`src/rrtp_pkg.sv`:
```
// Shared widths, register codes, reset values and control types for the tip pulse generator.
package rrtp_pkg;

  localparam int TIME_WIDTH = 32;
  localparam int NUM_W      = 32;
  localparam int RATE_W     = 16;
  localparam int HOLD_W     = 20;
  localparam int PW_W       = 16;
  localparam int TPS_W      = 16;
  localparam int CFG_DATA_W = 32;
  localparam int CFG_IDX_W  = 2;

  localparam int DIV_STEPS  = NUM_W;
  localparam int DIV_CNT_W  = $clog2(DIV_STEPS);

  localparam logic [CFG_IDX_W-1:0] CFG_PULSE_WIDTH = 2'd0;
  localparam logic [CFG_IDX_W-1:0] CFG_NUMERATOR   = 2'd1;
  localparam logic [CFG_IDX_W-1:0] CFG_TICKS_PER_S = 2'd2;

  localparam logic [PW_W-1:0]  PULSE_WIDTH_RST = 16'd50;
  localparam logic [NUM_W-1:0] NUMERATOR_RST   = 32'd91440000;
  localparam logic [TPS_W-1:0] TICKS_PER_S_RST = 16'd1000;

  typedef struct packed {
    logic tick_exec;
    logic load_start;
    logic div_step;
    logic load_finish;
  } ctl_cmd_t;

  typedef struct packed {
    logic div_last;
    logic out_busy;
  } ctl_status_t;

endpackage

```
`src/rrtp_in_if.sv`:
```
// Input channel: tick or record load beats.
interface rrtp_in_if;
  logic        valid;
  logic        ready;
  logic        action;
  logic [15:0] rain_rate;
  logic [19:0] hold_seconds;

  modport source (output valid, output action, output rain_rate, output hold_seconds,
                  input ready);
  modport sink   (input valid, input action, input rain_rate, input hold_seconds,
                  output ready);
endinterface

```
`src/rrtp_out_if.sv`:
```
// Output channel: one switch status beat per input beat.
interface rrtp_out_if;
  logic valid;
  logic ready;
  logic switch_active;
  logic tip_started;
  logic record_expired;

  modport source (output valid, output switch_active, output tip_started,
                  output record_expired, input ready);
  modport sink   (input valid, input switch_active, input tip_started,
                  input record_expired, output ready);
endinterface

```
`src/rain_rate_tip_pulse_generator_top.sv`:
```
// Top level of the tipping-bucket rain gauge switch emulator.
//
//   Channel   Dir  Payload                                   Handshake
//   in_ch     in   action, rain_rate, hold_seconds           valid/ready
//   out_ch    out  switch_active, tip_started, record_expired valid/ready
//   cfg       in   cfg_index, cfg_data                       cfg_we, no stall
//
// A tick beat's result is registered at the accepting edge.
// A load beat is captured, the interval numerator is then divided bit-serially by the
// rain rate, and finally the new record is applied.
// Input ready is high only in idle while the result register is free or being taken.
// A stalled output therefore holds off further input beats; reset is synchronous.
module rain_rate_tip_pulse_generator_top (
  input  logic                            clk,
  input  logic                            rst,
  rrtp_in_if.sink                         in_ch,
  rrtp_out_if.source                      out_ch,
  input  logic                            cfg_we,
  input  logic [rrtp_pkg::CFG_IDX_W-1:0]  cfg_index,
  input  logic [rrtp_pkg::CFG_DATA_W-1:0] cfg_data
);
  import rrtp_pkg::*;

  ctl_cmd_t    cmd;
  ctl_status_t status;

  rrtp_ctrl u_ctrl (
    .clk       (clk),
    .rst       (rst),
    .in_valid  (in_ch.valid),
    .in_action (in_ch.action),
    .in_ready  (in_ch.ready),
    .status    (status),
    .cmd       (cmd)
  );

  rrtp_datapath u_datapath (
    .clk                (clk),
    .rst                (rst),
    .cmd                (cmd),
    .status             (status),
    .cfg_we             (cfg_we),
    .cfg_index          (cfg_index),
    .cfg_data           (cfg_data),
    .in_rain_rate       (in_ch.rain_rate),
    .in_hold_seconds    (in_ch.hold_seconds),
    .out_valid          (out_ch.valid),
    .out_ready          (out_ch.ready),
    .out_switch_active  (out_ch.switch_active),
    .out_tip_started    (out_ch.tip_started),
    .out_record_expired (out_ch.record_expired)
  );

endmodule

```
`src/rrtp_ctrl.sv`:
```
// Controller state machine: sequences ticks, the interval division and record loads.
module rrtp_ctrl (
  input  logic                 clk,
  input  logic                 rst,
  input  logic                 in_valid,
  input  logic                 in_action,
  output logic                 in_ready,
  input  rrtp_pkg::ctl_status_t status,
  output rrtp_pkg::ctl_cmd_t    cmd
);
  import rrtp_pkg::*;

  typedef enum logic [2:0] {
    ST_IDLE = 3'b001,
    ST_DIV  = 3'b010,
    ST_FIN  = 3'b100
  } state_t;

  state_t state;
  state_t state_next;
  logic   accept;

  assign in_ready = (state == ST_IDLE) && !status.out_busy;
  assign accept   = in_valid && in_ready;

  always_comb begin
    state_next = state;
    cmd        = '0;
    unique case (state)
      ST_IDLE: begin
        if (accept && in_action) begin
          cmd.load_start = 1'b1;
          state_next     = ST_DIV;
        end else if (accept) begin
          cmd.tick_exec = 1'b1;
        end
      end
      ST_DIV: begin
        cmd.div_step = 1'b1;
        if (status.div_last) begin
          state_next = ST_FIN;
        end
      end
      ST_FIN: begin
        cmd.load_finish = 1'b1;
        state_next      = ST_IDLE;
      end
      default: state_next = ST_IDLE;
    endcase
  end

  always_ff @(posedge clk) begin
    if (rst) begin
      state <= ST_IDLE;
    end else begin
      state <= state_next;
    end
  end

  a_ready_only_idle: assert property (@(posedge clk) disable iff (rst)
    in_ready |-> state == ST_IDLE)
    else $error("input ready outside idle");

  a_load_enters_div: assert property (@(posedge clk) disable iff (rst)
    cmd.load_start |=> state == ST_DIV)
    else $error("load beat did not start the division");

  a_finish_after_div: assert property (@(posedge clk) disable iff (rst)
    cmd.load_finish |-> $past(state == ST_DIV))
    else $error("load finished without a division");

  a_one_command: assert property (@(posedge clk) disable iff (rst)
    $onehot0(cmd))
    else $error("more than one command at once");

endmodule

```
`src/rrtp_datapath.sv`:
```
// Datapath: configuration registers, restoring divider, tip and hold counters, result register.
module rrtp_datapath (
  input  logic                               clk,
  input  logic                               rst,
  input  rrtp_pkg::ctl_cmd_t                 cmd,
  output rrtp_pkg::ctl_status_t              status,
  input  logic                               cfg_we,
  input  logic [rrtp_pkg::CFG_IDX_W-1:0]     cfg_index,
  input  logic [rrtp_pkg::CFG_DATA_W-1:0]    cfg_data,
  input  logic [rrtp_pkg::RATE_W-1:0]        in_rain_rate,
  input  logic [rrtp_pkg::HOLD_W-1:0]        in_hold_seconds,
  output logic                               out_valid,
  input  logic                               out_ready,
  output logic                               out_switch_active,
  output logic                               out_tip_started,
  output logic                               out_record_expired
);
  import rrtp_pkg::*;

  localparam int QW = (TIME_WIDTH > NUM_W) ? TIME_WIDTH : NUM_W;
  localparam logic [QW-1:0] TIME_MAX_EXT = QW'({TIME_WIDTH{1'b1}});

  // Configuration registers.
  logic [PW_W-1:0]  pulse_width_ticks;
  logic [NUM_W-1:0] interval_numerator;
  logic [TPS_W-1:0] ticks_per_second;

  // Record state.
  logic [TIME_WIDTH-1:0] tip_interval, tip_interval_next;
  logic [TIME_WIDTH-1:0] interval_countdown, interval_countdown_next;
  logic [PW_W-1:0]       pulse_remaining, pulse_remaining_next;
  logic [HOLD_W-1:0]     seconds_left, seconds_left_next;
  logic [TPS_W-1:0]      subsecond_count, subsecond_count_next;
  logic                  record_running, record_running_next;
  logic                  tipped, expired;

  // Divider.
  logic [RATE_W-1:0]    rate_q;
  logic [HOLD_W-1:0]    hold_q;
  logic [NUM_W-1:0]     quot;
  logic [RATE_W-1:0]    rem;
  logic [DIV_CNT_W-1:0] div_count;
  logic [RATE_W:0]      rem_shift;
  logic                 rem_ge;
  logic [RATE_W:0]      rem_diff;

  logic [QW-1:0]         q_ext;
  logic [TIME_WIDTH-1:0] q_fixed;

  logic [TPS_W:0]        sub_inc;
  logic [TIME_WIDTH-1:0] cd_dec;

  assign status.div_last = div_count == DIV_CNT_W'(DIV_STEPS - 1);
  assign status.out_busy = out_valid && !out_ready;

  always_ff @(posedge clk) begin
    if (rst) begin
      pulse_width_ticks  <= PULSE_WIDTH_RST;
      interval_numerator <= NUMERATOR_RST;
      ticks_per_second   <= TICKS_PER_S_RST;
    end else if (cfg_we) begin
      unique case (cfg_index)
        CFG_PULSE_WIDTH: pulse_width_ticks  <= cfg_data[PW_W-1:0];
        CFG_NUMERATOR:   interval_numerator <= cfg_data[NUM_W-1:0];
        CFG_TICKS_PER_S: ticks_per_second   <= cfg_data[TPS_W-1:0];
        default: ;
      endcase
    end
  end

  // One quotient bit per cycle, remainder kept below the divisor.
  assign rem_shift = {rem, quot[NUM_W-1]};
  assign rem_ge    = rem_shift >= {1'b0, rate_q};
  assign rem_diff  = rem_shift - {1'b0, rate_q};

  always_ff @(posedge clk) begin
    if (cmd.load_start) begin
      rate_q    <= in_rain_rate;
      hold_q    <= in_hold_seconds;
      quot      <= interval_numerator;
      rem       <= '0;
      div_count <= '0;
    end else if (cmd.div_step) begin
      quot      <= {quot[NUM_W-2:0], rem_ge};
      rem       <= rem_ge ? rem_diff[RATE_W-1:0] : rem_shift[RATE_W-1:0];
      div_count <= div_count + 1'b1;
    end
  end

  always_comb begin
    q_ext = QW'(quot);
    if (q_ext > TIME_MAX_EXT) begin
      q_fixed = TIME_WIDTH'(TIME_MAX_EXT);
    end else if (q_ext == '0) begin
      q_fixed = TIME_WIDTH'(1);
    end else begin
      q_fixed = TIME_WIDTH'(q_ext);
    end
  end

  assign sub_inc = {1'b0, subsecond_count} + 1'b1;
  assign cd_dec  = (interval_countdown != '0) ? interval_countdown - 1'b1 : interval_countdown;

  always_comb begin
    tip_interval_next       = tip_interval;
    interval_countdown_next = interval_countdown;
    pulse_remaining_next    = pulse_remaining;
    seconds_left_next       = seconds_left;
    subsecond_count_next    = subsecond_count;
    record_running_next     = record_running;
    tipped                  = 1'b0;
    expired                 = 1'b0;

    if (cmd.load_finish) begin
      if (rate_q == '0) begin
        tip_interval_next       = '0;
        interval_countdown_next = '0;
      end else begin
        tip_interval_next       = q_fixed;
        interval_countdown_next = q_fixed;
        pulse_remaining_next    = pulse_width_ticks;
        tipped                  = 1'b1;
      end
      seconds_left_next    = hold_q;
      subsecond_count_next = '0;
      record_running_next  = 1'b1;
    end else if (cmd.tick_exec) begin
      if (pulse_remaining != '0) begin
        pulse_remaining_next = pulse_remaining - 1'b1;
      end
      if (tip_interval != '0) begin
        interval_countdown_next = cd_dec;
        if (cd_dec == '0) begin
          pulse_remaining_next    = pulse_width_ticks;
          tipped                  = 1'b1;
          interval_countdown_next = tip_interval;
        end
      end
      if (record_running) begin
        if (seconds_left != '0) begin
          // A zero ticks-per-second setting wraps every tick, as a setting of one does.
          if (sub_inc >= {1'b0, ticks_per_second}) begin
            subsecond_count_next = '0;
            seconds_left_next    = seconds_left - 1'b1;
          end else begin
            subsecond_count_next = sub_inc[TPS_W-1:0];
          end
        end
        if (seconds_left_next == '0) begin
          record_running_next  = 1'b0;
          subsecond_count_next = '0;
          expired              = 1'b1;
        end
      end
    end
  end

  always_ff @(posedge clk) begin
    if (rst) begin
      tip_interval       <= '0;
      interval_countdown <= '0;
      pulse_remaining    <= '0;
      seconds_left       <= '0;
      subsecond_count    <= '0;
      record_running     <= 1'b0;
    end else begin
      tip_interval       <= tip_interval_next;
      interval_countdown <= interval_countdown_next;
      pulse_remaining    <= pulse_remaining_next;
      seconds_left       <= seconds_left_next;
      subsecond_count    <= subsecond_count_next;
      record_running     <= record_running_next;
    end
  end

  // Result register; the controller only issues a result when it is free or draining.
  always_ff @(posedge clk) begin
    if (rst) begin
      out_valid <= 1'b0;
    end else if (cmd.tick_exec || cmd.load_finish) begin
      out_valid <= 1'b1;
    end else if (out_ready) begin
      out_valid <= 1'b0;
    end
  end

  always_ff @(posedge clk) begin
    if (cmd.tick_exec || cmd.load_finish) begin
      out_switch_active  <= pulse_remaining_next != '0;
      out_tip_started    <= tipped;
      out_record_expired <= expired;
    end
  end

endmodule

```
`src/flat_wrapper.sv`:
```
// flat-port wrapper written by rule: the top's interface ports become plain ports
module rain_rate_tip_pulse_generator_top_flat import rrtp_pkg::*;
  (clk, rst, cfg_we, cfg_index, cfg_data, in_ch_valid, in_ch_action, in_ch_rain_rate, in_ch_hold_seconds, in_ch_ready, out_ch_valid, out_ch_switch_active, out_ch_tip_started, out_ch_record_expired, out_ch_ready);
  rrtp_in_if in_ch_i ();
  rrtp_out_if out_ch_i ();
  input  logic clk;
  input  logic rst;
  input  logic cfg_we;
  input  logic [rrtp_pkg::CFG_IDX_W-1:0] cfg_index;
  input  logic [rrtp_pkg::CFG_DATA_W-1:0] cfg_data;
  input wire logic [$bits(in_ch_i.valid)-1:0] in_ch_valid;
  input wire logic [$bits(in_ch_i.action)-1:0] in_ch_action;
  input wire logic [$bits(in_ch_i.rain_rate)-1:0] in_ch_rain_rate;
  input wire logic [$bits(in_ch_i.hold_seconds)-1:0] in_ch_hold_seconds;
  output wire logic [$bits(in_ch_i.ready)-1:0] in_ch_ready;
  output wire logic [$bits(out_ch_i.valid)-1:0] out_ch_valid;
  output wire logic [$bits(out_ch_i.switch_active)-1:0] out_ch_switch_active;
  output wire logic [$bits(out_ch_i.tip_started)-1:0] out_ch_tip_started;
  output wire logic [$bits(out_ch_i.record_expired)-1:0] out_ch_record_expired;
  input wire logic [$bits(out_ch_i.ready)-1:0] out_ch_ready;
  assign in_ch_i.valid = in_ch_valid;
  assign in_ch_i.action = in_ch_action;
  assign in_ch_i.rain_rate = in_ch_rain_rate;
  assign in_ch_i.hold_seconds = in_ch_hold_seconds;
  assign in_ch_ready = in_ch_i.ready;
  assign out_ch_valid = out_ch_i.valid;
  assign out_ch_switch_active = out_ch_i.switch_active;
  assign out_ch_tip_started = out_ch_i.tip_started;
  assign out_ch_record_expired = out_ch_i.record_expired;
  assign out_ch_i.ready = out_ch_ready;
  rain_rate_tip_pulse_generator_top u_core (.clk(clk), .rst(rst), .in_ch(in_ch_i), .out_ch(out_ch_i), .cfg_we(cfg_we), .cfg_index(cfg_index), .cfg_data(cfg_data));
endmodule
```
`config.mk`:
```
export PLATFORM = sky130hd
export DESIGN_NAME = rain_rate_tip_pulse_generator_top_flat
export DESIGN_NICKNAME = d
export VERILOG_FILES = /design/src/rrtp_pkg.sv /design/src/rrtp_in_if.sv /design/src/rrtp_out_if.sv /design/src/rain_rate_tip_pulse_generator_top.sv /design/src/rrtp_ctrl.sv /design/src/rrtp_datapath.sv /design/src/flat_wrapper.sv
export SDC_FILE = /design/constraint.sdc
export NUM_CORES = 1
export LEC_CHECK = 0
export BUFFER_PORTS_ARGS = -buffer_cell sky130_fd_sc_hd__buf_2
export CELL_PAD_IN_SITES_DETAIL_PLACEMENT = 0
export CELL_PAD_IN_SITES_GLOBAL_PLACEMENT = 1
export CORE_ASPECT_RATIO = 1.75
export CORE_MARGIN = 2
export CORE_UTILIZATION = 52
export CTS_BUF_LIST = sky130_fd_sc_hd__clkbuf_4
export CTS_CLUSTER_DIAMETER = 150
export DETAILED_ROUTE_END_ITERATION = 12
export PLACE_DENSITY_LB_ADDON = 0.15
export SYNTH_ARGS = -nofsm -noshare
export SYNTH_HDL_FRONTEND = slang
export SYNTH_SLANG_ARGS = --single-unit
```
`constraint.sdc`:
```
create_clock -name clk -period 11.2 [get_ports clk]
set_input_delay 1.68 -clock clk [delete_from_list [all_inputs] [get_ports clk]]
set_output_delay 1.68 -clock clk [all_outputs]
set_load 0.01 [all_outputs]
```
==> metrics.yaml <==
floorplan:
  start_util_pct: 52.76
  die_area_sq_um: 28360
  rows: 79
  core_sq_um: 26590
  die_h_microns: 221.3
  die_x_microns: 128.2
  io-pin-count: 81
status:
  status: "finished clean"
timing:
  fin_ws_ps: 5608
  period_needed_ps: 5592
  slew_headroom_pct: 21.71
  worst_pin_slew_ps: 1172
  fin_tns_setup_ps: 0
  rsz0062_at_grt: "no"
  finalCritPeriodShare_pct: 49.93
  hold_viol: 0
  clock-skew-final_ps: 33.87
  slew_violations: 0
  finalSetupViolCount: 0
  max_freq_mhz: 178.8
global_routing:
  grt_pass1_wl_mm: 66.42
  grt_use_total_pct: 29.86
  antenna_found_initial: 2
  grt.overflow.total: 0
  grt_pass1_vias: 12740
  grt_max_degree: 76
cells_and_area:
  n_fill_cell: 2571
  area_delta_synth_final_pct: 10.93
  fin_nets: 1885
  fin_util_pct: 58.53
  fin_area_sq_um: 15560
  regArea_sq_um: 6256
  multi_input_area_sq_um: 7212
  drive_above_1_share_pct: 12.65
pwr:
  power_density_nw_per_um2: 135.3
  peakVddDrop_uv: 92.36
  p_leak_nw: 6.379
  power_mw: 2.106
placed_design:
  dpl_cell_area_sq_um: 14680
  place_ws_ps: 5722
  place_congestion: 0.9635
  hpwl_mm: 30.20
  io_buffers: 80
worst_setup_path:
  cp_slowest_cell: "nor2_1"
  r2r_cells: 18
  start_kind: "flop"
  max_stage_delay_ps: 670
  cp.arrival_ps: 6230
  cpMostUsedCell: "nand3_1"
  crit_chain: "nand3_1, nor3_1, nand3_1, nor2_1, nand3_1, xnor2_1, ha_1, nand3_1, a221oi_1, a21oi_1, buf_4, nor4_1, mux2i_1, a2111o_1, nor3_4, nor2_1, nand3_1, o22ai_1"
  path_max_fanout: 19
  path_delay_family: "simple AND/OR/NAND/NOR gates"
  worst-path-stages: 18
  required_ps: 11840
  path_buf_inv: 1
  end_kind: "flop"
  path_class: "flop to flop"
clock_network:
  holdBufCountCts: 0
  clock-sinks: 277
  cts_setup_buffers: 0
  cts_buffer_depth: 3
  clk_latency_ps: 730
  ctsHtreeMaxLevel: 3
  cts-root-buf: "clkbuf_4"
  cts_tree: "yes"
  tritoncts.num_buffers: 68
  cts.clk_slew.worst_paths_ps: 70
  cts_resized: 0
synthesis:
  synth_area_sq_um: 14030
  netlist_top_cells_count: "nand2_1, dfxtp_1, a21oi_1, nor2_1, clkbuf_1"
  ys.flop_type: "dfxtp_1"
  ys_ff_latch: 277
  yosys.cell_types.count: 73
  synth_top_cell_area_share_pct: 29.39
  synth-edff-count: 71
  synth_top_cell_by_area: "dfxtp_1"
  ys_top_cells_by_area: "dfxtp_1, edfxtp_1, nand2_1"
  synth_cells: 1690
  yosysMostFrequentCell: "nand2_1"
  synth-async-reset-ratio_pct: 0
  ys_seq_area_share_pct: 44.59
  synth_area_per_cell_sq_um: 8.302
  synth_nets: 1808
  yosysWarnings: 0
routing:
  drc: 0
  drt.antenna.violating_nets: 0
  wire_per_inst_microns: 19.75
  drt_iter0_drc: 834
  vias: 13050
  drtPass1Iterations: 6
  drt-total-wl_mm: 42.35
  vias_per_cell: 6.089
hold_path:
  whs_path_depth: 2
  hold_class: "flop to flop"
job:
  cap_violations: 0
==> placed cells by master, fill, tap and decap left out, types with 12 or more instances in the layout <==
master	Yosys	final
xor2_1	24	24
o21ai_0	83	82
ha_1	41	41
edfxtp_1	71	71
a22o_1	32	32
a21oi_1	142	142
nand4_1	23	23
nor2_1	142	140
nand2_1	317	317
xnor2_1	27	27
clkbuf_4	0	98
clkinv_1	0	17
nand3b_1	22	22
nor2b_1	18	17
a211oi_1	24	24
or3_1	15	15
dfxtp_1	206	206
nor3_1	66	66
inv_1	58	57
or4_1	12	12
a221oi_1	13	13
buf_4	0	26
nand3_1	35	35
nor4_1	43	43
buf_2	4	79
==> tightest hold or removal path: cells and delay by family, from the launching register on <==
| family | cells | cell delay, ps |
|---|---|---|
| and+or+nand+nor | 1 | 50 |
| DFF | 1 | 300 |
| AOI/OAI and AO/OA | 1 | 50 |
==> sequential cells by signal, summed over array words and instances, names as in the netlist, 20 cells and up <==
name / count
u_core.u_datapath.seconds_left: 20
u_core.u_datapath.hold_q: 20
u_core.u_datapath.q_ext: 32
u_core.u_datapath.interval_countdown: 32
u_core.u_datapath.interval_numerator: 32
u_core.u_datapath.tip_interval: 32
==> metal layers <==
| metal | routed length [microns] | up-vias | global-route usage [%] |
|---|---|---|---|
| li1 | - | 6263 | - |
| met1 | 15200 | 6170 | 31.13 |
| met2 | 22630 | 472 | 54.82 |
| met3 | 2213 | 147 | 5.706 |
| met4 | 2295 | 2 | 17.02 |
| met5 | 7 | - | 0 |
==> per-stage QoR <==
stage	hold slack, ps	cells
after floorplan	425.7	1690
after global placement	439.5	2021
after detailed placement	443.7	2021
after CTS	451.9	2142
after global routing	473.7	2143
final	450.5	2144
==> logic make-up (layout without fill, tap and decap cells) <==
family | after synthesis | count (layout) | share of synthesized area (%)
mux | 6 | 6 | 0.4370
simple gates | 746 | 746 | 25.02
xor+xnor | 51 | 51 | 3.184
buf+inv | 156 | 284 | 4.263
flops | 277 | 277 | 44.59
fa+ha+maj | 43 | 43 | 3.871
compound gates | 411 | 411 | 18.64
other cells | 0 | 2 | 0
==> worst paths after layout <==
check	startpoint	endpoint	slack, ps
max	u_core.u_datapath.subsecond_count[0]$_SDFFE_PP0P_	u_core.u_datapath.subsecond_count[3]$_SDFFE_PP0P_	5610
min reg2reg	u_core.u_datapath.pulse_width_ticks[10]$_SDFFE_PP0P_	u_core.u_datapath.pulse_width_ticks[10]$_SDFFE_PP0P_	450
min	u_core.u_datapath.pulse_width_ticks[10]$_SDFFE_PP0P_	u_core.u_datapath.pulse_width_ticks[10]$_SDFFE_PP0P_	450
max reg2reg	u_core.u_datapath.subsecond_count[0]$_SDFFE_PP0P_	u_core.u_datapath.subsecond_count[3]$_SDFFE_PP0P_	5610
==> area by class of cell <==
cell class              instances  share of cell area [%]
clock inverters                23                  0.9084
diodes                          2                 0.03216
repair buffers                105                   3.795
flip-flops and latches        277                   40.20
well taps                     324                   2.605
inverters                      58                   1.399
clock buffers                  98                   4.727
multi-input cells            1257                   46.34
==> where the power goes <==
part / internal (mW) / switching, mW / total [mW]
Clock: 0.449 / 0.419 / 0.868
Combinational: 0.0570 / 0.100 / 0.157
Sequential: 1.06 / 0.0228 / 1.08
Note: power is estimated with default switching activity, not from simulation.
